==> src/rtl/rse_pkg.sv <==
// ---------------------------------------------------------------------------
// rse_pkg: shared types and constants of the reflector segment extractor
// Field widths, accumulator sizes, angle constants, register indexes and the
// command/status structs between the controller and the datapath.
// ---------------------------------------------------------------------------
package rse_pkg;

	// segment length limit and derived widths
	localparam int MAX_SEGMENT_POINTS = 1024;
	localparam int CNT_W  = $clog2(MAX_SEGMENT_POINTS + 1);
	localparam int RANGE_W = 16;
	localparam int ANGLE_W = 17;
	localparam int INTEN_W = 8;
	localparam int RSUM_W = RANGE_W + $clog2(MAX_SEGMENT_POINTS);
	localparam int ASUM_W = ANGLE_W + $clog2(MAX_SEGMENT_POINTS);
	localparam int DIV_W  = ASUM_W;
	localparam int DIV_STEPS = DIV_W;
	localparam int STEP_W = $clog2(DIV_STEPS);
	localparam int BEAR_W = ANGLE_W + 2;

	// angle constants, units of 2^-14 rad
	localparam logic signed [BEAR_W-1:0] HALF_PI_Q = 19'sd25736;
	localparam logic signed [BEAR_W-1:0] PI_Q      = 19'sd51472;
	localparam logic signed [BEAR_W-1:0] TWO_PI_Q  = 19'sd102944;

	// configuration port
	localparam int CFG_IDX_W  = 2;
	localparam int CFG_DATA_W = 16;
	localparam logic [CFG_IDX_W-1:0] CFG_INTENSITY_THR = 2'd0;
	localparam logic [CFG_IDX_W-1:0] CFG_RANGE_GAP     = 2'd1;
	localparam logic [CFG_IDX_W-1:0] CFG_MIN_RANGE     = 2'd2;

	localparam logic [INTEN_W-1:0] RST_INTENSITY_THR = 8'd1;
	localparam logic [RANGE_W-1:0] RST_RANGE_GAP     = 16'd100;
	localparam logic [RANGE_W-1:0] RST_MIN_RANGE     = 16'd50;

	typedef logic [RANGE_W-1:0] range_t;
	typedef logic signed [ANGLE_W-1:0] angle_t;
	typedef logic [INTEN_W-1:0] inten_t;

	// controller -> datapath
	typedef struct packed {
		logic take;       // input ready
		logic upd;        // input word accepted
		logic add;        // point continues the segment
		logic start;      // point opens a new segment
		logic open_next;  // segment open after this point
		logic div_load;   // load divider from accumulators
		logic div_step;   // one divider iteration
		logic div_fin;    // form result into a slot
		logic fin_sel;
		logic push;       // load output register
		logic push_sel;
		logic push_last;
	} rse_cmd_t;

	// datapath -> controller
	typedef struct packed {
		logic in_valid;
		logic open;
		logic bright;
		logic near;
		logic eos;
		logic kept0;
		logic kept1;
		logic out_free;
	} rse_stat_t;

endpackage

==> src/rtl/rse_if.sv <==
// ---------------------------------------------------------------------------
// rse_if: channel interfaces of the reflector segment extractor
// Scan point channel and feature channel, valid/ready handshake.
// ---------------------------------------------------------------------------
interface rse_point_if;
	import rse_pkg::*;
	logic   valid;
	logic   ready;
	range_t range_mm;
	angle_t angle;
	inten_t intensity;
	logic   valid_req;
	logic   end_of_scan;

	modport source (output valid, output range_mm, output angle, output intensity,
		output valid_req, output end_of_scan, input ready);
	modport sink (input valid, input range_mm, input angle, input intensity,
		input valid_req, input end_of_scan, output ready);
endinterface

interface rse_feature_if;
	import rse_pkg::*;
	logic   valid;
	logic   ready;
	range_t feature_range;
	angle_t feature_bearing;
	logic   last_of_run;

	modport source (output valid, output feature_range, output feature_bearing,
		output last_of_run, input ready);
	modport sink (input valid, input feature_range, input feature_bearing,
		input last_of_run, output ready);
endinterface

==> src/rtl/reflector_segment_extractor_core.sv <==
// ---------------------------------------------------------------------------
// reflector_segment_extractor_core: reflective segment features from scans
// Groups bright, close-range scan points into segments and emits the mean
// range and bearing of each closed segment.
// ---------------------------------------------------------------------------
// Usage:
//  points   : one scan point per word (range, angle, intensity, valid flag,
//             end of scan). Ready is high while the block is idle.
//  features : zero, one or two words per point; last_of_run marks the final
//             word caused by a point.
//  cfg_*    : register write port, index 0 intensity threshold, 1 range gap,
//             2 minimum mean range; write only while idle.
// Sequence: a point that closes no segment leaves the block idle. A closed
//  segment loads the divider with the point, iterates, finishes; a close at
//  end of scan reloads (in a load state if alone), iterates, finishes; emit
//  states then hand the words to the output register, one a cycle if free.
// Reset clears the open segment, the output register and restores the
//  register defaults. A stalled receiver holds one word in the output
//  register; the block takes the next point meanwhile and waits only when
//  it has a further word to hand over.
// ---------------------------------------------------------------------------
module reflector_segment_extractor_core (
	input  logic                 clk,
	input  logic                 arst_n,
	rse_point_if.sink            points,
	rse_feature_if.source        features,
	input  logic                 cfg_we,
	input  logic [rse_pkg::CFG_IDX_W-1:0]  cfg_index,
	input  logic [rse_pkg::CFG_DATA_W-1:0] cfg_wdata
);
	import rse_pkg::*;

	rse_cmd_t  cmd;
	rse_stat_t stat;

	rse_ctrl u_ctrl (
		.clk    (clk),
		.arst_n (arst_n),
		.stat   (stat),
		.cmd    (cmd)
	);

	rse_dp u_dp (
		.clk       (clk),
		.arst_n    (arst_n),
		.points    (points),
		.features  (features),
		.cfg_we    (cfg_we),
		.cfg_index (cfg_index),
		.cfg_wdata (cfg_wdata),
		.cmd       (cmd),
		.stat      (stat)
	);

	// output is loaded only into a free register
	assert property (@(posedge clk) disable iff (!arst_n) cmd.push |-> stat.out_free)
		else $error("feature word pushed over a held word");

	// no point is taken while results are in flight
	assert property (@(posedge clk) disable iff (!arst_n)
		(cmd.push || cmd.div_step || cmd.div_fin) |-> !points.ready)
		else $error("point accepted during division or output");

	// a result slot is formed right after the last divider iteration
	assert property (@(posedge clk) disable iff (!arst_n) cmd.div_fin |-> $past(cmd.div_step))
		else $error("divider finish without preceding iteration");

endmodule

==> src/rtl/rse_dp.sv <==
// ---------------------------------------------------------------------------
// rse_dp: datapath of the reflector segment extractor
// Config registers, segment accumulators, two-lane serial divider, result
// slots and the output register.
// ---------------------------------------------------------------------------
module rse_dp (
	input  logic              clk,
	input  logic              arst_n,
	rse_point_if.sink         points,
	rse_feature_if.source     features,
	input  logic              cfg_we,
	input  logic [rse_pkg::CFG_IDX_W-1:0]  cfg_index,
	input  logic [rse_pkg::CFG_DATA_W-1:0] cfg_wdata,
	input  rse_pkg::rse_cmd_t  cmd,
	output rse_pkg::rse_stat_t stat
);
	import rse_pkg::*;

	inten_t thr_q;
	range_t gap_q;
	range_t min_q;

	logic                     open_q;
	range_t                   first_q;
	logic [RSUM_W-1:0]        rsum_q;
	logic signed [ASUM_W-1:0] asum_q;
	logic [CNT_W-1:0]         cnt_q;

	logic [DIV_W-1:0] rq_q, aq_q;
	logic [CNT_W-1:0] rr_q, ar_q, dn_q;
	logic             aneg_q;

	range_t slot_r_q [2];
	angle_t slot_b_q [2];
	logic   kept_q   [2];

	logic   out_valid_q;
	range_t out_r_q;
	angle_t out_b_q;
	logic   out_last_q;

	range_t diff;
	logic   out_free;

	// config registers
	always_ff @(posedge clk or negedge arst_n) begin
		if (!arst_n) begin
			thr_q <= RST_INTENSITY_THR;
			gap_q <= RST_RANGE_GAP;
			min_q <= RST_MIN_RANGE;
		end else if (cfg_we) begin
			unique case (cfg_index)
				CFG_INTENSITY_THR: thr_q <= cfg_wdata[INTEN_W-1:0];
				CFG_RANGE_GAP:     gap_q <= cfg_wdata[RANGE_W-1:0];
				CFG_MIN_RANGE:     min_q <= cfg_wdata[RANGE_W-1:0];
				default: ;
			endcase
		end
	end

	// point classification
	always_comb begin
		diff = (points.range_mm > first_q) ? points.range_mm - first_q
			: first_q - points.range_mm;
	end

	assign points.ready  = cmd.take;
	assign out_free      = !out_valid_q || features.ready;
	assign stat.in_valid = points.valid;
	assign stat.open     = open_q;
	assign stat.bright   = points.valid_req && (points.intensity >= thr_q);
	assign stat.near     = diff < gap_q;
	assign stat.eos      = points.end_of_scan;
	assign stat.kept0    = kept_q[0];
	assign stat.kept1    = kept_q[1];
	assign stat.out_free = out_free;

	// segment open flag
	always_ff @(posedge clk or negedge arst_n) begin
		if (!arst_n) begin
			open_q <= 1'b0;
		end else if (cmd.upd) begin
			open_q <= cmd.open_next;
		end
	end

	// accumulators; count saturates at the segment limit
	always_ff @(posedge clk) begin
		if (cmd.start) begin
			first_q <= points.range_mm;
			rsum_q  <= RSUM_W'(points.range_mm);
			asum_q  <= ASUM_W'(points.angle);
			cnt_q   <= CNT_W'(1);
		end else if (cmd.add && (cnt_q < CNT_W'(MAX_SEGMENT_POINTS))) begin
			rsum_q <= rsum_q + RSUM_W'(points.range_mm);
			asum_q <= asum_q + ASUM_W'(points.angle);
			cnt_q  <= cnt_q + CNT_W'(1);
		end
	end

	// serial restoring divider, range and angle magnitude lanes
	logic [CNT_W:0] rt, at;
	always_comb begin
		rt = {rr_q, rq_q[DIV_W-1]};
		at = {ar_q, aq_q[DIV_W-1]};
	end

	always_ff @(posedge clk) begin
		if (cmd.div_load) begin
			rq_q   <= DIV_W'(rsum_q);
			aq_q   <= asum_q[ASUM_W-1] ? DIV_W'(-asum_q) : DIV_W'(asum_q);
			aneg_q <= asum_q[ASUM_W-1];
			rr_q   <= '0;
			ar_q   <= '0;
			dn_q   <= cnt_q;
		end else if (cmd.div_step) begin
			if (rt >= {1'b0, dn_q}) begin
				rr_q <= CNT_W'(rt - {1'b0, dn_q});
				rq_q <= {rq_q[DIV_W-2:0], 1'b1};
			end else begin
				rr_q <= rt[CNT_W-1:0];
				rq_q <= {rq_q[DIV_W-2:0], 1'b0};
			end
			if (at >= {1'b0, dn_q}) begin
				ar_q <= CNT_W'(at - {1'b0, dn_q});
				aq_q <= {aq_q[DIV_W-2:0], 1'b1};
			end else begin
				ar_q <= at[CNT_W-1:0];
				aq_q <= {aq_q[DIV_W-2:0], 1'b0};
			end
		end
	end

	// mean angle with sign, shift by pi/2 and wrap
	logic [ANGLE_W:0]          mag;
	logic signed [ANGLE_W:0]   ma;
	logic signed [BEAR_W-1:0]  d, dw;
	always_comb begin
		mag = {1'b0, aq_q[ANGLE_W-1:0]};
		ma  = aneg_q ? -$signed(mag) : $signed(mag);
		d   = BEAR_W'(ma) - HALF_PI_Q;
		if (d < -PI_Q) begin
			dw = d + TWO_PI_Q;
		end else if (d > PI_Q) begin
			dw = d - TWO_PI_Q;
		end else begin
			dw = d;
		end
	end

	// result slots
	always_ff @(posedge clk) begin
		if (cmd.div_fin) begin
			slot_r_q[cmd.fin_sel] <= rq_q[RANGE_W-1:0];
			slot_b_q[cmd.fin_sel] <= dw[ANGLE_W-1:0];
			kept_q[cmd.fin_sel]   <= rq_q[RANGE_W-1:0] > min_q;
		end
	end

	// output register
	always_ff @(posedge clk or negedge arst_n) begin
		if (!arst_n) begin
			out_valid_q <= 1'b0;
		end else if (cmd.push) begin
			out_valid_q <= 1'b1;
		end else if (features.ready) begin
			out_valid_q <= 1'b0;
		end
	end

	always_ff @(posedge clk) begin
		if (cmd.push) begin
			out_r_q    <= slot_r_q[cmd.push_sel];
			out_b_q    <= slot_b_q[cmd.push_sel];
			out_last_q <= cmd.push_last;
		end
	end

	assign features.valid           = out_valid_q;
	assign features.feature_range   = out_r_q;
	assign features.feature_bearing = out_b_q;
	assign features.last_of_run     = out_last_q;

endmodule

==> src/rtl/rse_ctrl.sv <==
// ---------------------------------------------------------------------------
// rse_ctrl: controller of the reflector segment extractor
// Decides per point what happens to the segment, sequences the divisions
// of closed segments and hands their results to the output register.
// ---------------------------------------------------------------------------
module rse_ctrl (
	input  logic              clk,
	input  logic              arst_n,
	input  rse_pkg::rse_stat_t stat,
	output rse_pkg::rse_cmd_t  cmd
);
	import rse_pkg::*;

	localparam logic [2:0] S_IDLE  = 3'd0;
	localparam logic [2:0] S_LOAD2 = 3'd1;
	localparam logic [2:0] S_DIV   = 3'd2;
	localparam logic [2:0] S_FIN   = 3'd3;
	localparam logic [2:0] S_EMIT0 = 3'd4;
	localparam logic [2:0] S_EMIT1 = 3'd5;

	logic [2:0]        state_q, state_d;
	logic [STEP_W-1:0] step_q;
	logic              have1_q, have2_q, sel_q;

	logic accept, cont, close1, open_new, close2;
	logic emit0, emit1;

	// point decision
	always_comb begin
		accept   = (state_q == S_IDLE) && stat.in_valid;
		cont     = stat.open && stat.bright && stat.near;
		close1   = stat.open && !cont;
		open_new = stat.bright && !cont;
		close2   = stat.eos && (cont || open_new);
		emit0    = have1_q && stat.kept0;
		emit1    = have2_q && stat.kept1;
	end

	// commands and next state
	always_comb begin
		cmd           = '0;
		state_d       = state_q;
		cmd.take      = (state_q == S_IDLE);
		cmd.upd       = accept;
		cmd.add       = accept && cont;
		cmd.start     = accept && open_new;
		cmd.open_next = (cont || open_new) && !stat.eos;
		cmd.fin_sel   = sel_q;
		unique case (state_q)
			S_IDLE: begin
				if (accept && close1) begin
					cmd.div_load = 1'b1;
					state_d      = S_DIV;
				end else if (accept && close2) begin
					state_d = S_LOAD2;
				end
			end
			S_LOAD2: begin
				cmd.div_load = 1'b1;
				state_d      = S_DIV;
			end
			S_DIV: begin
				cmd.div_step = 1'b1;
				if (step_q == STEP_W'(DIV_STEPS - 1)) begin
					state_d = S_FIN;
				end
			end
			S_FIN: begin
				cmd.div_fin = 1'b1;
				state_d     = (!sel_q && have2_q) ? S_LOAD2 : S_EMIT0;
			end
			S_EMIT0: begin
				if (!emit0) begin
					state_d = S_EMIT1;
				end else if (stat.out_free) begin
					cmd.push      = 1'b1;
					cmd.push_sel  = 1'b0;
					cmd.push_last = !emit1;
					state_d       = S_EMIT1;
				end
			end
			S_EMIT1: begin
				if (!emit1) begin
					state_d = S_IDLE;
				end else if (stat.out_free) begin
					cmd.push      = 1'b1;
					cmd.push_sel  = 1'b1;
					cmd.push_last = 1'b1;
					state_d       = S_IDLE;
				end
			end
			default: state_d = S_IDLE;
		endcase
	end

	// state, step counter and per-point flags
	always_ff @(posedge clk or negedge arst_n) begin
		if (!arst_n) begin
			state_q <= S_IDLE;
			step_q  <= '0;
			have1_q <= 1'b0;
			have2_q <= 1'b0;
			sel_q   <= 1'b0;
		end else begin
			state_q <= state_d;
			if (accept) begin
				have1_q <= close1;
				have2_q <= close2;
				sel_q   <= 1'b0;
			end else if (state_q == S_LOAD2) begin
				sel_q <= 1'b1;
			end
			if (cmd.div_load) begin
				step_q <= '0;
			end else if (cmd.div_step) begin
				step_q <= step_q + STEP_W'(1);
			end
		end
	end

endmodule

==> src/flat_wrapper.sv <==
// flat-port wrapper written by rule: the top's interface ports become plain ports
module reflector_segment_extractor_core_flat import rse_pkg::*;
  (clk, arst_n, cfg_we, cfg_index, cfg_wdata, points_valid, points_range_mm, points_angle, points_intensity, points_valid_req, points_end_of_scan, points_ready, features_valid, features_feature_range, features_feature_bearing, features_last_of_run, features_ready);
  rse_point_if points_i ();
  rse_feature_if features_i ();
  input  logic clk;
  input  logic arst_n;
  input  logic cfg_we;
  input  logic [rse_pkg::CFG_IDX_W-1:0] cfg_index;
  input  logic [rse_pkg::CFG_DATA_W-1:0] cfg_wdata;
  input wire logic [$bits(points_i.valid)-1:0] points_valid;
  input wire logic [$bits(points_i.range_mm)-1:0] points_range_mm;
  input wire logic [$bits(points_i.angle)-1:0] points_angle;
  input wire logic [$bits(points_i.intensity)-1:0] points_intensity;
  input wire logic [$bits(points_i.valid_req)-1:0] points_valid_req;
  input wire logic [$bits(points_i.end_of_scan)-1:0] points_end_of_scan;
  output wire logic [$bits(points_i.ready)-1:0] points_ready;
  output wire logic [$bits(features_i.valid)-1:0] features_valid;
  output wire logic [$bits(features_i.feature_range)-1:0] features_feature_range;
  output wire logic [$bits(features_i.feature_bearing)-1:0] features_feature_bearing;
  output wire logic [$bits(features_i.last_of_run)-1:0] features_last_of_run;
  input wire logic [$bits(features_i.ready)-1:0] features_ready;
  assign points_i.valid = points_valid;
  assign points_i.range_mm = points_range_mm;
  assign points_i.angle = points_angle;
  assign points_i.intensity = points_intensity;
  assign points_i.valid_req = points_valid_req;
  assign points_i.end_of_scan = points_end_of_scan;
  assign points_ready = points_i.ready;
  assign features_valid = features_i.valid;
  assign features_feature_range = features_i.feature_range;
  assign features_feature_bearing = features_i.feature_bearing;
  assign features_last_of_run = features_i.last_of_run;
  assign features_i.ready = features_ready;
  reflector_segment_extractor_core u_core (.clk(clk), .arst_n(arst_n), .points(points_i), .features(features_i), .cfg_we(cfg_we), .cfg_index(cfg_index), .cfg_wdata(cfg_wdata));
endmodule
==> config.mk <==
export PLATFORM = sky130hd
export DESIGN_NAME = reflector_segment_extractor_core_flat
export DESIGN_NICKNAME = d
export VERILOG_FILES = /design/src/rtl/rse_pkg.sv /design/src/rtl/rse_if.sv /design/src/rtl/reflector_segment_extractor_core.sv /design/src/rtl/rse_dp.sv /design/src/rtl/rse_ctrl.sv /design/src/flat_wrapper.sv
export SDC_FILE = /design/constraint.sdc
export NUM_CORES = 1
export LEC_CHECK = 0
export BUFFER_PORTS_ARGS = -buffer_cell sky130_fd_sc_hd__buf_2
export CAP_MARGIN = 20
export CORE_UTILIZATION = 67
export DETAILED_ROUTE_END_ITERATION = 7
export PLACE_DENSITY = 0.86
export SETUP_SLACK_MARGIN = 0.3
export SLEW_MARGIN = 20
export SYNTH_ARGS = -nofsm -noshare
export SYNTH_HDL_FRONTEND = slang
export SYNTH_SLANG_ARGS = --single-unit
==> constraint.sdc <==
create_clock -name clk -period 19.7 [get_ports clk]
set_input_delay 3.94 -clock clk [delete_from_list [all_inputs] [get_ports clk]]
set_output_delay 3.94 -clock clk [all_outputs]
set_load 0.05 [all_outputs]
* Word level (Yosys, flattened, before mapping)
Memory sizes are Yosys's and may differ from the RTL's. A register that Yosys moved wholly into a read port is not among the register bits.
Index checks and enable logic that the tools add are counted.
W data, S select, Z words.
** Storage, ports and cells
- Bits in registers :: 222
- Memory bits (writable) :: 68
- Input bits :: 66
- Output and inout port bits :: 36
- Logic and storage cells :: 136
- Memories kept :: 3
** Operators by class
- Add/subtract/negate cells :: 13
- Order comparisons :: 9
- Equal/unequal tests :: 12
- Muxes and demuxes :: 43
- Reduce and logical (&&, ||, !) cells :: 33
** Memory list
- u_core.u_dp.slot_b_q :: depth 2, width 17, read ports 1, clocked after memory_dff 1, wr ports 1, RTL line rse_dp.sv:34 : angle_t slot_b_q [2];
- u_core.u_dp.slot_r_q :: depth 2, width 16, read ports 1, clocked after memory_dff 1, wr ports 1, RTL line rse_dp.sv:33 : range_t slot_r_q [2];
- u_core.u_dp.kept_q :: depth 2, width 1, read ports 2, clocked after memory_dff 0, wr ports 1, RTL line rse_dp.sv:35 : logic kept_q [2];
** Operators with widths (number)
- $mux W27 :: 5
- $mux W26 :: 2
- $mux W16 :: 3
- $mux W3 :: 12
- $mux W17 :: 2
- $gt A16 B16 Y1 :: 2
- $sub A16 B16 Y16 :: 2
- $add A27 B17 Y27 :: 1
- $neg A27 Y27 :: 1
- $add A26 B16 Y26 :: 1
- $ge A12 B11 Y1 :: 2
- $mux W11 :: 2
- $sub A11 B11 Y11 :: 2
- $gt A19 B17 Y1 const B :: 1
- $lt A19 B17 Y1 const B :: 1
- $sub A18 B16 Y19 const B :: 1
- $mux W18 :: 1
- $neg A17 Y18 :: 1
- $pmux W3 S6 :: 1
- $add A17 B16 Y17 const B :: 1
- $sub A17 B16 Y17 const B :: 1
- $logic_and A1 B1 Y1 :: 16
- $lt A16 B16 Y1 :: 1
- $add A11 B1 Y11 const B :: 1
- other kinds (23) :: 47

* Longest topological paths before layout
Gate-level depths: netlist of run 1.
- Word-level depth :: 12
- Mapped depth :: 30
- Gate-level depth less buffers :: 26

* By module
Synthesis of run 1 repeated with hierarchy kept, for this count alone.
** Second synthesis, totals
- Cell total of the unflattened synthesis :: 1856
- Area, all modules :: 19761.5 µm²
** Modules (own cells, without submodules)
- rse_dp :: times used 1, cells an instance 1781, area each 19035.8 µm², sequential area each 8727.1 µm²
- rse_ctrl :: times used 1, cells an instance 75, area each 725.7 µm², sequential area each 275.3 µm²

* Worst setup path after synthesis of run 1
No wires, ideal clock.
- Path kind :: input-to-reg
- Start point :: input port points_range_mm[0]
- End point :: register u_core.u_dp.aq_q[0] (enable)
- Library setup time :: 0.616 ns
- Data arrival time :: 10.003 ns
- Data required time :: 19.084 ns
- Slack :: 9.081 ns
- Cell stages on the path :: 27
- Buffers on the path :: 5
- Path through :: inv_1 > ha_1 > inv_1 > fa_1 > a21o_1 > a21o_1 > a21o_1 > a2111oi_0 > nor4_1 > o32a_1 > clkbuf_1 > clkbuf_1 > clkbuf_1 > mux2_2 > ha_1 > a21boi_0 > o21a_1 > o21a_1 > o21a_1 > o21ai_0 > a21oi_1 > nor2_1 > a21oi_1 > a21oi_1 > clkbuf_1 > clkbuf_1 > nand2_1
** On the way
- Cells in the longest elaborated chain, start to end :: 10
- Elaborated cells between the ends (all ways) :: 12
- Those cells by class :: 2 x add/sub; 2 x order compare; 3 x mux; 5 x reduce/logical
** RTL lines
- start, declared :: RTL line flat_wrapper.sv:12 : input wire logic [$bits(points_i.range_mm)-1:0] points_range_mm;
- $sub A16 B16 Y16, or another cell as far along :: RTL line rse_dp.sv:64 : : first_q - points.range_mm;
- $mux W16 * :: RTL line rse_dp.sv:63 : diff = (points.range_mm > first_q) ? points.range_mm - first_q
- $lt A16 B16 Y1 * :: RTL line rse_dp.sv:72 : assign stat.near = diff < gap_q;
- $logic_and A1 B1 Y1 * :: RTL line rse_ctrl.sv:31 : cont = stat.open && stat.bright && stat.near;
- $logic_not A1 Y1 * :: RTL line rse_ctrl.sv:32 : close1 = stat.open && !cont;
- $logic_and A1 B1 Y1 * :: RTL line rse_ctrl.sv:32
- $logic_and A1 B1 Y1 * :: RTL line rse_ctrl.sv:51 : if (accept && close1) begin
- $mux W1 * :: RTL line rse_ctrl.sv:51
- $pmux W1 S2 * :: RTL line rse_ctrl.sv:49 : unique case (state_q)
- $reduce_bool A2 Y1 (no line) *
- end signal, assigned :: RTL line rse_dp.sv:111 : aq_q <= asum_q[ASUM_W-1] ? DIV_W'(-asum_q) : DIV_W'(asum_q);
- end signal, assigned :: RTL line rse_dp.sv:126 : aq_q <= {aq_q[DIV_W-2:0], 1'b1};
- end signal, assigned :: RTL line rse_dp.sv:129 : aq_q <= {aq_q[DIV_W-2:0], 1'b0};
- end, declared :: RTL line rse_dp.sv:29 : logic [DIV_W-1:0] rq_q, aq_q;
Every way passes the cells marked *; elsewhere a longest branch is shown, timed or not.
A chain may end at the register's enable or synchronous reset.

* Final worst setup path of run 1
- Start point :: input port points_range_mm[0]
- End point :: register u_core.u_dp.aq_q[18] (enable)
Same word-level chain as after synthesis.

==> run_results.csv, run 1 <==
group,metric,value,unit
run_status,run_status,"complete, no violations",
cts,ctsLongestPathBuffers,3,
min_path,min_path_type,"flip-flop to flip-flop",
cts,cts_sinks,323,
logic_synthesis,ys_types,85,
timing,grt_setup_unrepaired,"false",
global_route,grt_max_degree,86,
cts,cts-htree-levels,2,
layout,drive_gt1_share,14.8,%
logic_synthesis,ys_seq_area_share,46.2,%
logic_synthesis,syn_nets,2116,
cts,clk_pin_slew,0.06,ns
detailed_routing,ant_nets,0,
critical_path,timing.critical_path.cells,"buf_2 -> inv_1 -> ha_1 -> inv_1 -> fa_1 -> a21o_1 -> a21o_1 -> a21o_1 -> a2111oi_0 -> nor4_1 -> o32a_2 -> mux2i_1 -> o21ai_0 -> a221oi_1 -> o311ai_0 -> xnor2_1 -> ha_1 -> a21oi_1 -> o2111ai_1 -> nor2_1 -> a21oi_1 -> a21oi_4 -> buf_4 -> nand2_4",
timing,finalCritPeriodShare,55.6,%
timing,final-max-slew-violation-count,0,
detailed_routing,routed_wl,43300,µm
critical_path,cp-end-kind,"flip-flop",
logic_synthesis,ys_async_sr_fraction,16.4,%
detailed_routing,drt-initial-drc-count,1295,
logic_synthesis,synth_top_area_cell,"edfxtp_1",
logic_synthesis,synth_area,19500,µm²
logic_synthesis,synth-seq-cells,323,
timing,max_freq,0.0912,GHz
critical_path,cp_max_fo,70,
power,p_per_area,150,nW/µm²
timing,tightestPinTransition,1.08,ns
logic_synthesis,synth_top_area_share,34.8,%
critical_path,critPathLaunchType,"input port",
layout,n_fill_cell,1958,
critical_path,critPathKind,"input port to flip-flop",
critical_path,cp.arrival,11.07,ns
cts,ctsResizeCount,0,
detailed_routing,wl_per_cell,18.0,µm
detailed_routing,dr.pass1.iters,5,
cts,clk_root_buffer_cell,"clkbuf_16",
critical_path,crit_path_frequent_cell,"a21o_1",
cts,cts_tree,"built",
critical_path,required,19.81,ns
layout,area_delta_synth_final,10.8,%
global_route,grt_usage,29.3,%
timing,setup_tns,0,ns
critical_path,rr_startpoint,"u_core.u_dp.first_q[0]$_DFFE_PP_",
logic_synthesis,synthTopCellsByArea,"edfxtp_1 (35%), ha_1 (9.2%), dfrtp_1 (5.9%)",
critical_path,path_buf_inv,4,
min_path,min-delay-start,"u_core.u_dp.ar_q[10]$_SDFFE_PP0N_",
cts,cts_hold_buffers,0,
logic_synthesis,syn_inst,1901,
logic_synthesis,avgSynthCellArea,10.3,µm²
detailed_routing,vias_per_cell,6.12,
placed_design,io_buffer_count,101,
power,irDropWorstVdd,0.0000850,V
global_route,antenna_found_initial,0,
global_route,grt_pass1_wl,71700,µm
cts,clock_latency,0.53,ns
placed_design,placed_area,20300,µm²
timing,fin_crit,10.96,ns
floorplan,fp.dieW,173,µm
floorplan,num_io_pins,102,
layout,antenna_cells,0,
cts,post_cts_buffers,0,
layout,final_area,21600,µm²
timing,slew-limit-headroom,27.6,%
critical_path,path_delay_family,"compound AO/OA/AOI/OAI gates",
logic_synthesis,synth_flop_cell,"edfxtp_1",
logic_synthesis,synth_edf_count,226,
power,p_leak,8.96,nW
global_route,grt.overflow.total,0,
global_route,grt_pass1_vias,14400,
floorplan,design.core.area,28700,µm²
placed_design,place_hpwl,31000,µm
floorplan,die_area,29800,µm²
floorplan,rows,62,
logic_synthesis,ys_warn_count,0,
detailed_routing,drcViolationCount,0,
critical_path,timing.critical_path.slowest_cell_delay,0.64,ns
timing,finClkSkew,0.0187,ns
critical_path,cp_slowest_cell,"buf_4",
cts,cts_buffers,36,
floorplan,initial_core_util,67.9,%
detailed_routing,num_vias,14700,
placed_design,place_congestion,0.911,
timing,finalSetupViolCount,0,
run,max_cap_violations,0,
layout,finalNetCount,2204,
floorplan,chipHeight,173,µm
timing,final_hold_viol_count,0,
critical_path,crit_path_start,"points_range_mm[0]",
==> worst register-to-register path: stages, from the launching register on <==
cell       delay, ns
edfxtp_1        0.36
ha_1            0.15
inv_1           0.05
fa_1            0.39
a21o_1          0.18
a21o_1          0.19
a21o_1          0.19
a2111oi_0       0.55
nor4_1          0.12
o32a_2          0.63
mux2i_1         0.36
o21ai_0         0.14
a221oi_1        0.41
o311ai_0        0.24
xnor2_1         0.18
ha_1            0.30
a21oi_1         0.14
o2111ai_1       0.15
nor2_1          0.46
a21oi_1         0.27
a21oi_4         0.60
buf_4           0.64
nand2_4         0.58
==> final cells by class <==
cell class                 count  area, µm²  share of cell area (%)
clock inverter                16        221                    1.03
tap                          384        480                    2.22
clock buffer                  50       1020                    4.70
sequential                   323       9000                    41.7
multi-input combinational   1373       9740                    45.1
timing repair buffer         112        601                    2.78
inverter                     143        537                    2.48
==> final timing paths <==
path | to | slack (ns) | cells past startpoint
worst min register to register | u_core.u_dp.ar_q[10]$_SDFFE_PP0N_ | 0.46 | 2
worst max-delay path | u_core.u_dp.aq_q[18]$_DFFE_PP_ | 8.74 | 24
worst max register to register | u_core.u_dp.aq_q[18]$_DFFE_PP_ | 11.98 | 22
max in group asynchronous | u_core.u_dp.gap_q[11]$_DFFE_PN0P_ | 15.72 | 2
worst min-delay path | u_core.u_dp.ar_q[10]$_SDFFE_PP0N_ | 0.46 | 2
min in group asynchronous | u_core.u_dp.gap_q[1]$_DFFE_PN0P_ | 3.53 | 2
==> Yosys cell counts, types with 6 or more instances <==
| cell | count |
|---|---|
| dfstp_2 | 7 |
| nand2_1 | 200 |
| o21bai_1 | 7 |
| buf_1 | 8 |
| a31oi_1 | 11 |
| mux2i_1 | 31 |
| o41ai_1 | 7 |
| fa_1 | 6 |
| o211ai_1 | 7 |
| a211oi_1 | 8 |
| a21boi_0 | 15 |
| nor3_1 | 17 |
| o22ai_1 | 8 |
| edfxtp_1 | 226 |
| nor2_1 | 122 |
| nand2b_1 | 16 |
| a211o_1 | 6 |
| clkbuf_1 | 47 |
| o31ai_1 | 19 |
| or2_2 | 9 |
| mux2_2 | 74 |
| nor2b_1 | 19 |
| a21o_1 | 45 |
| o21a_1 | 20 |
| nand4_1 | 21 |
| o2111ai_1 | 6 |
| dfxtp_1 | 44 |
| nor4_1 | 11 |
| inv_1 | 141 |
| o21ai_0 | 150 |
| ha_1 | 143 |
| or4_1 | 6 |
| or3_1 | 19 |
| dfrtp_1 | 46 |
| xor2_1 | 53 |
| and3_1 | 10 |
| a31o_2 | 6 |
| xnor2_1 | 73 |
| a21oi_1 | 92 |
| nand3_1 | 56 |
==> through the flow <==
stage | instances | utilization (%) | total power [mW] | hold WS, ns | setup slack, ns
after floorplan | 1901 | - | 2.19 | 0.424 | 9.08
after global placement | 2334 | 70.8 | 2.44 | 0.440 | 8.01
after detailed placement | 2334 | 70.9 | 2.52 | 0.447 | 7.70
after CTS | 2400 | 75.2 | 3.23 | 0.456 | 8.26
after global routing | 2401 | 75.3 | 3.45 | 0.485 | 8.21
final | 2401 | 75.3 | 3.24 | 0.460 | 8.74
==> flip-flops by register name, summed over array words and instances, names as in the netlist, 16 cells and up <==
name / count
u_core.u_dp.asum_q: 27
u_core.u_dp.features.feature_bearing: 17
u_core.u_dp.features.feature_range: 16
u_core.u_dp.slot_b_q: 34
u_core.u_dp.rsum_q: 26
u_core.u_dp.min_q: 16
u_core.u_dp.first_q: 16
u_core.u_dp.gap_q: 16
u_core.u_dp.aq_q: 27
u_core.u_dp.rq_q: 27
u_core.u_dp.slot_r_q: 32
==> report_power, final <==
| part | internal [mW] | switching, mW |
|---|---|---|
| Sequential | 1.03 | 0.138 |
| Combinational | 0.527 | 0.848 |
| Clock | 0.419 | 0.281 |
==> cell families after synthesis <==
family / after synthesis / share of synthesized area [%]
simple gates: 532 / 12.8
compound gates: 457 / 15.3
flops: 323 / 46.2
buf+inv: 205 / 4.09
fa+ha+maj: 149 / 9.79
xor+xnor: 130 / 6.05
mux: 105 / 5.87
==> layout by cell type, fill, tap and decap left out, types with 53 or more instances in the layout <==
master	netlist	final
o21ai_0	150	150
mux2_2	74	74
edfxtp_1	226	226
nand2_1	200	198
xnor2_1	73	73
buf_2	4	101
xor2_1	53	53
nor2_1	122	120
inv_1	141	141
ha_1	143	143
a21oi_1	92	91
nand3_1	56	56
==> metal layers <==
metal  track usage [%]  share of wire, %  vias to the layer above
met5                 0                 0                        -
met2              47.4                47                      525
met4              8.93               2.6                        0
met1              41.3                44                     7006
met3              4.00               6.7                       97
li1                  -                 -                     7062
Power figures use the tool's default switching activity.
==> run 2, diff against run 1 <==
--- a/config.mk
+++ b/config.mk
@@ -5,11 +5,12 @@
 export SDC_FILE = /design/constraint.sdc
 export NUM_CORES = 1
 export LEC_CHECK = 0
+export ABC_AREA = 1
 export BUFFER_PORTS_ARGS = -buffer_cell sky130_fd_sc_hd__buf_2
 export CAP_MARGIN = 20
-export CORE_UTILIZATION = 67
+export CORE_UTILIZATION = 57
 export DETAILED_ROUTE_END_ITERATION = 7
-export PLACE_DENSITY = 0.86
+export PLACE_DENSITY = 0.78
 export SETUP_SLACK_MARGIN = 0.3
 export SLEW_MARGIN = 20
 export SYNTH_ARGS = -nofsm -noshare
==> constraint.sdc (replaced) <==
create_clock -name clk -period 9.45 [get_ports clk]
set_input_delay 1.89 -clock clk [delete_from_list [all_inputs] [get_ports clk]]
set_output_delay 1.89 -clock clk [all_outputs]
set_load 0.05 [all_outputs]
==> run_results.csv, run 2 <==
group,metric,value,unit
run_status,run_status,"complete, no violations",
critical_path,required,9.65,ns
floorplan,design.core.area,34500,µm²
detailed_routing,routed_wl,45700,µm
power,p_per_area,315,nW/µm²
logic_synthesis,syn_nets,2597,
layout,top_regs,"u_core.u_dp.slot_b_q x34, u_core.u_dp.slot_r_q x32",
layout,n_fill_cell,2837,
timing,finalSetupViolCount,0,
logic_synthesis,ys_async_sr_fraction,16.4,%
detailed_routing,num_vias,16400,
layout,top_register,"u_core.u_dp.slot_b_q",
floorplan,fp.dieW,189,µm
cts,clock_latency,0.53,ns
logic_synthesis,synthTopCellsByCount,"nand2_1 (639), inv_1 (290), edfxtp_1 (226)",
critical_path,crit_path_start,"points_range_mm[0]",
logic_synthesis,synth_top_area_share,34.0,%
power,irDropWorstVdd,0.000171,V
power,p_leak,10.0,nW
layout,seq_area,9000,µm²
timing,final_hold_viol_count,0,
min_path,min_path_type,"flip-flop to flip-flop",
detailed_routing,dr.pass1.iters,5,
logic_synthesis,ys_seq_area_share,45.0,%
detailed_routing,ant_nets,0,
logic_synthesis,synthTopCellsByArea,"edfxtp_1 (34%), nand2_1 (12%), ha_1 (9.0%)",
logic_synthesis,synth_most_common_cell,"nand2_1",
timing,fin_crit,6.92,ns
cts,ctsLongestPathBuffers,3,
layout,final_core_util,64.3,%
global_route,grt_usage,25.9,%
cts,clk_pin_slew,0.06,ns
critical_path,cp_max_fo,37,
floorplan,num_io_pins,102,
timing,slew-limit-headroom,34.8,%
logic_synthesis,synth_flop_cell,"edfxtp_1",
layout,area_delta_synth_final,11.2,%
layout,final_cell_mix,"nand2_1 (636), inv_1 (290), edfxtp_1 (226)",
detailed_routing,vias_per_cell,5.53,
layout,final_common_cell,"nand2_1",
timing,tightestPinTransition,0.975,ns
cts,clk_root_buffer_cell,"clkbuf_16",
critical_path,critPathKind,"input port to flip-flop",
floorplan,initial_core_util,57.9,%
critical_path,cp-end-kind,"flip-flop",
critical_path,rr_startpoint,"u_core.u_dp.first_q[2]$_DFFE_PP_",
power,power,6.99,mW
cts,ctsResizeCount,0,
cts,cts_tree,"built",
detailed_routing,drcViolationCount,0,
global_route,grt_pass1_vias,15700,
timing,finalCritPeriodShare,73.2,%
min_path,min-delay-start,"u_core.u_dp.cnt_q[10]$_SDFFE_PP0P_",
global_route,grt_max_degree,75,
placed_design,place_hpwl,33900,µm
timing,final-max-slew-violation-count,0,
cts,cts_hold_buffers,0,
layout,antenna_cells,0,
timing,setup_tns,0,ns
logic_synthesis,synth-seq-cells,323,
timing,finClkSkew,0.0229,ns
global_route,grt.overflow.total,0,
layout,finalNetCount,2694,
timing,hold_slack,0.455,ns
logic_synthesis,ys_warn_count,0,
floorplan,rows,68,
cts,post_cts_buffers,0,
placed_design,place_congestion,0.970,
layout,multi_input_area,9650,µm²
cts,cts-htree-levels,2,
layout,largest_reg_flops,34,
logic_synthesis,synth_top_area_cell,"edfxtp_1",
placed_design,io_buffer_count,101,
critical_path,cp.arrival,7.12,ns
logic_synthesis,ys_types,63,
logic_synthesis,syn_inst,2382,
layout,drive_gt1_share,10.7,%
timing,grt_setup_unrepaired,"false",
floorplan,chipHeight,189,µm
global_route,antenna_found_initial,0,
cts,cts_buffers,36,
cts,cts_sinks,323,
global_route,grt_pass1_wl,76100,µm
floorplan,die_area,35800,µm²
run,max_cap_violations,0,
logic_synthesis,synth_edf_count,226,
critical_path,critPathLaunchType,"input port",
logic_synthesis,avgSynthCellArea,8.39,µm²
detailed_routing,drt-initial-drc-count,1346,
timing,max_freq,0.145,GHz
logic_synthesis,synth_area,20000,µm²
detailed_routing,wl_per_cell,15.4,µm
[run 2: changes by cell type after synthesis, moves of 57 or more]
cell / before / now
o21ai_0: 150 / 210
nand3_1: 56 / 113
inv_1: 141 / 290
nand2_1: 200 / 639
mux2_2: 74 / 1
a21oi_1: 92 / 149
[run 2: logic make-up (layout without fill, tap and decap cells)]
| group | Yosys count | after routing | share of synthesized area, % |
|---|---|---|---|
| AND/OR/NAND/NOR | 1005 | 1005 | 21.7 |
| AO/OA/AOI/OAI | 440 | 440 | 12.1 |
| buffers and inverters | 356 | 481 | 6.79 |
| flip-flops | 323 | 323 | 45.0 |
| adder cells (fa/ha/maj) | 149 | 149 | 9.55 |
| XOR/XNOR | 107 | 107 | 4.73 |
| multiplexers | 2 | 2 | 0.106 |
[run 2: area by class of cell]
class | instances | area share [%]
multi-input combinational | 1703 | 43.4
sequential | 323 | 40.5
inverter | 300 | 5.10
clock buffer | 44 | 4.37
timing repair buffer | 115 | 2.75
tap | 455 | 2.56
clock inverter | 22 | 1.27
[run 2: per-stage QoR]
step                area, µm²  cells  worst slack (ns)
floorplan               20000   2382              2.67
global placement        21000   2896              2.07
detailed placement      21000   2896              1.85
CTS                     22200   2962              2.37
global route            22200   2962              1.92
finish                  22200   2962              2.53
[run 2: worst max-delay path, stage by stage]
cell,delay (ns)
buf_2,0.12
inv_1,0.07
ha_1,0.15
inv_1,0.05
fa_1,0.34
inv_1,0.08
o21ai_1,0.11
a21oi_1,0.23
o21ai_1,0.10
nand2_1,0.07
nand2_1,0.10
nand2_1,0.60
o21ai_0,0.28
o221ai_1,0.27
xor2_1,0.17
inv_1,0.06
ha_1,0.29
a21oi_1,0.06
o21ai_0,0.15
a21oi_1,0.07
nor2_1,0.11
nor2_1,0.06
nand2_1,0.11
nand3_1,0.24
nand2_2,0.17
inv_2,0.05
nand2_2,0.65
buf_4,0.41
[run 2: power breakdown]
| part | switching (mW) | leakage (nW) | internal (mW) |
|---|---|---|---|
| combinational | 2.11 | 6.32 | 1.01 |
| clock | 0.587 | 0.609 | 0.881 |
| sequential | 0.250 | 3.11 | 2.15 |
| total | 2.95 | 10.0 | 4.04 |
[run 2: worst paths after layout]
check | to | slack [ns] | cells past startpoint
max in group asynchronous | u_core.u_dp.features.valid$_DFFE_PN0P_ | 7.49 | 2
worst min register to register | u_core.u_dp.dn_q[10]$_DFFE_PP_ | 0.45 | 0
worst max-delay path | u_core.u_dp.rq_q[18]$_DFFE_PP_ | 2.53 | 28
min in group asynchronous | u_core.u_dp.gap_q[1]$_DFFE_PN0P_ | 1.49 | 2
worst max register to register | u_core.u_dp.rq_q[18]$_DFFE_PP_ | 3.66 | 24
worst min-delay path | u_core.u_dp.dn_q[10]$_DFFE_PP_ | 0.45 | 0
[run 2: layer usage]
layer | up-vias | part of all wire [%] | track usage, %
li1 | 8151 | - | -
met1 | 7653 | 46 | 36.9
met2 | 504 | 46 | 42.4
met3 | 73 | 6.2 | 2.91
met4 | 0 | 1.8 | 6.02
met5 | - | 0 | 0
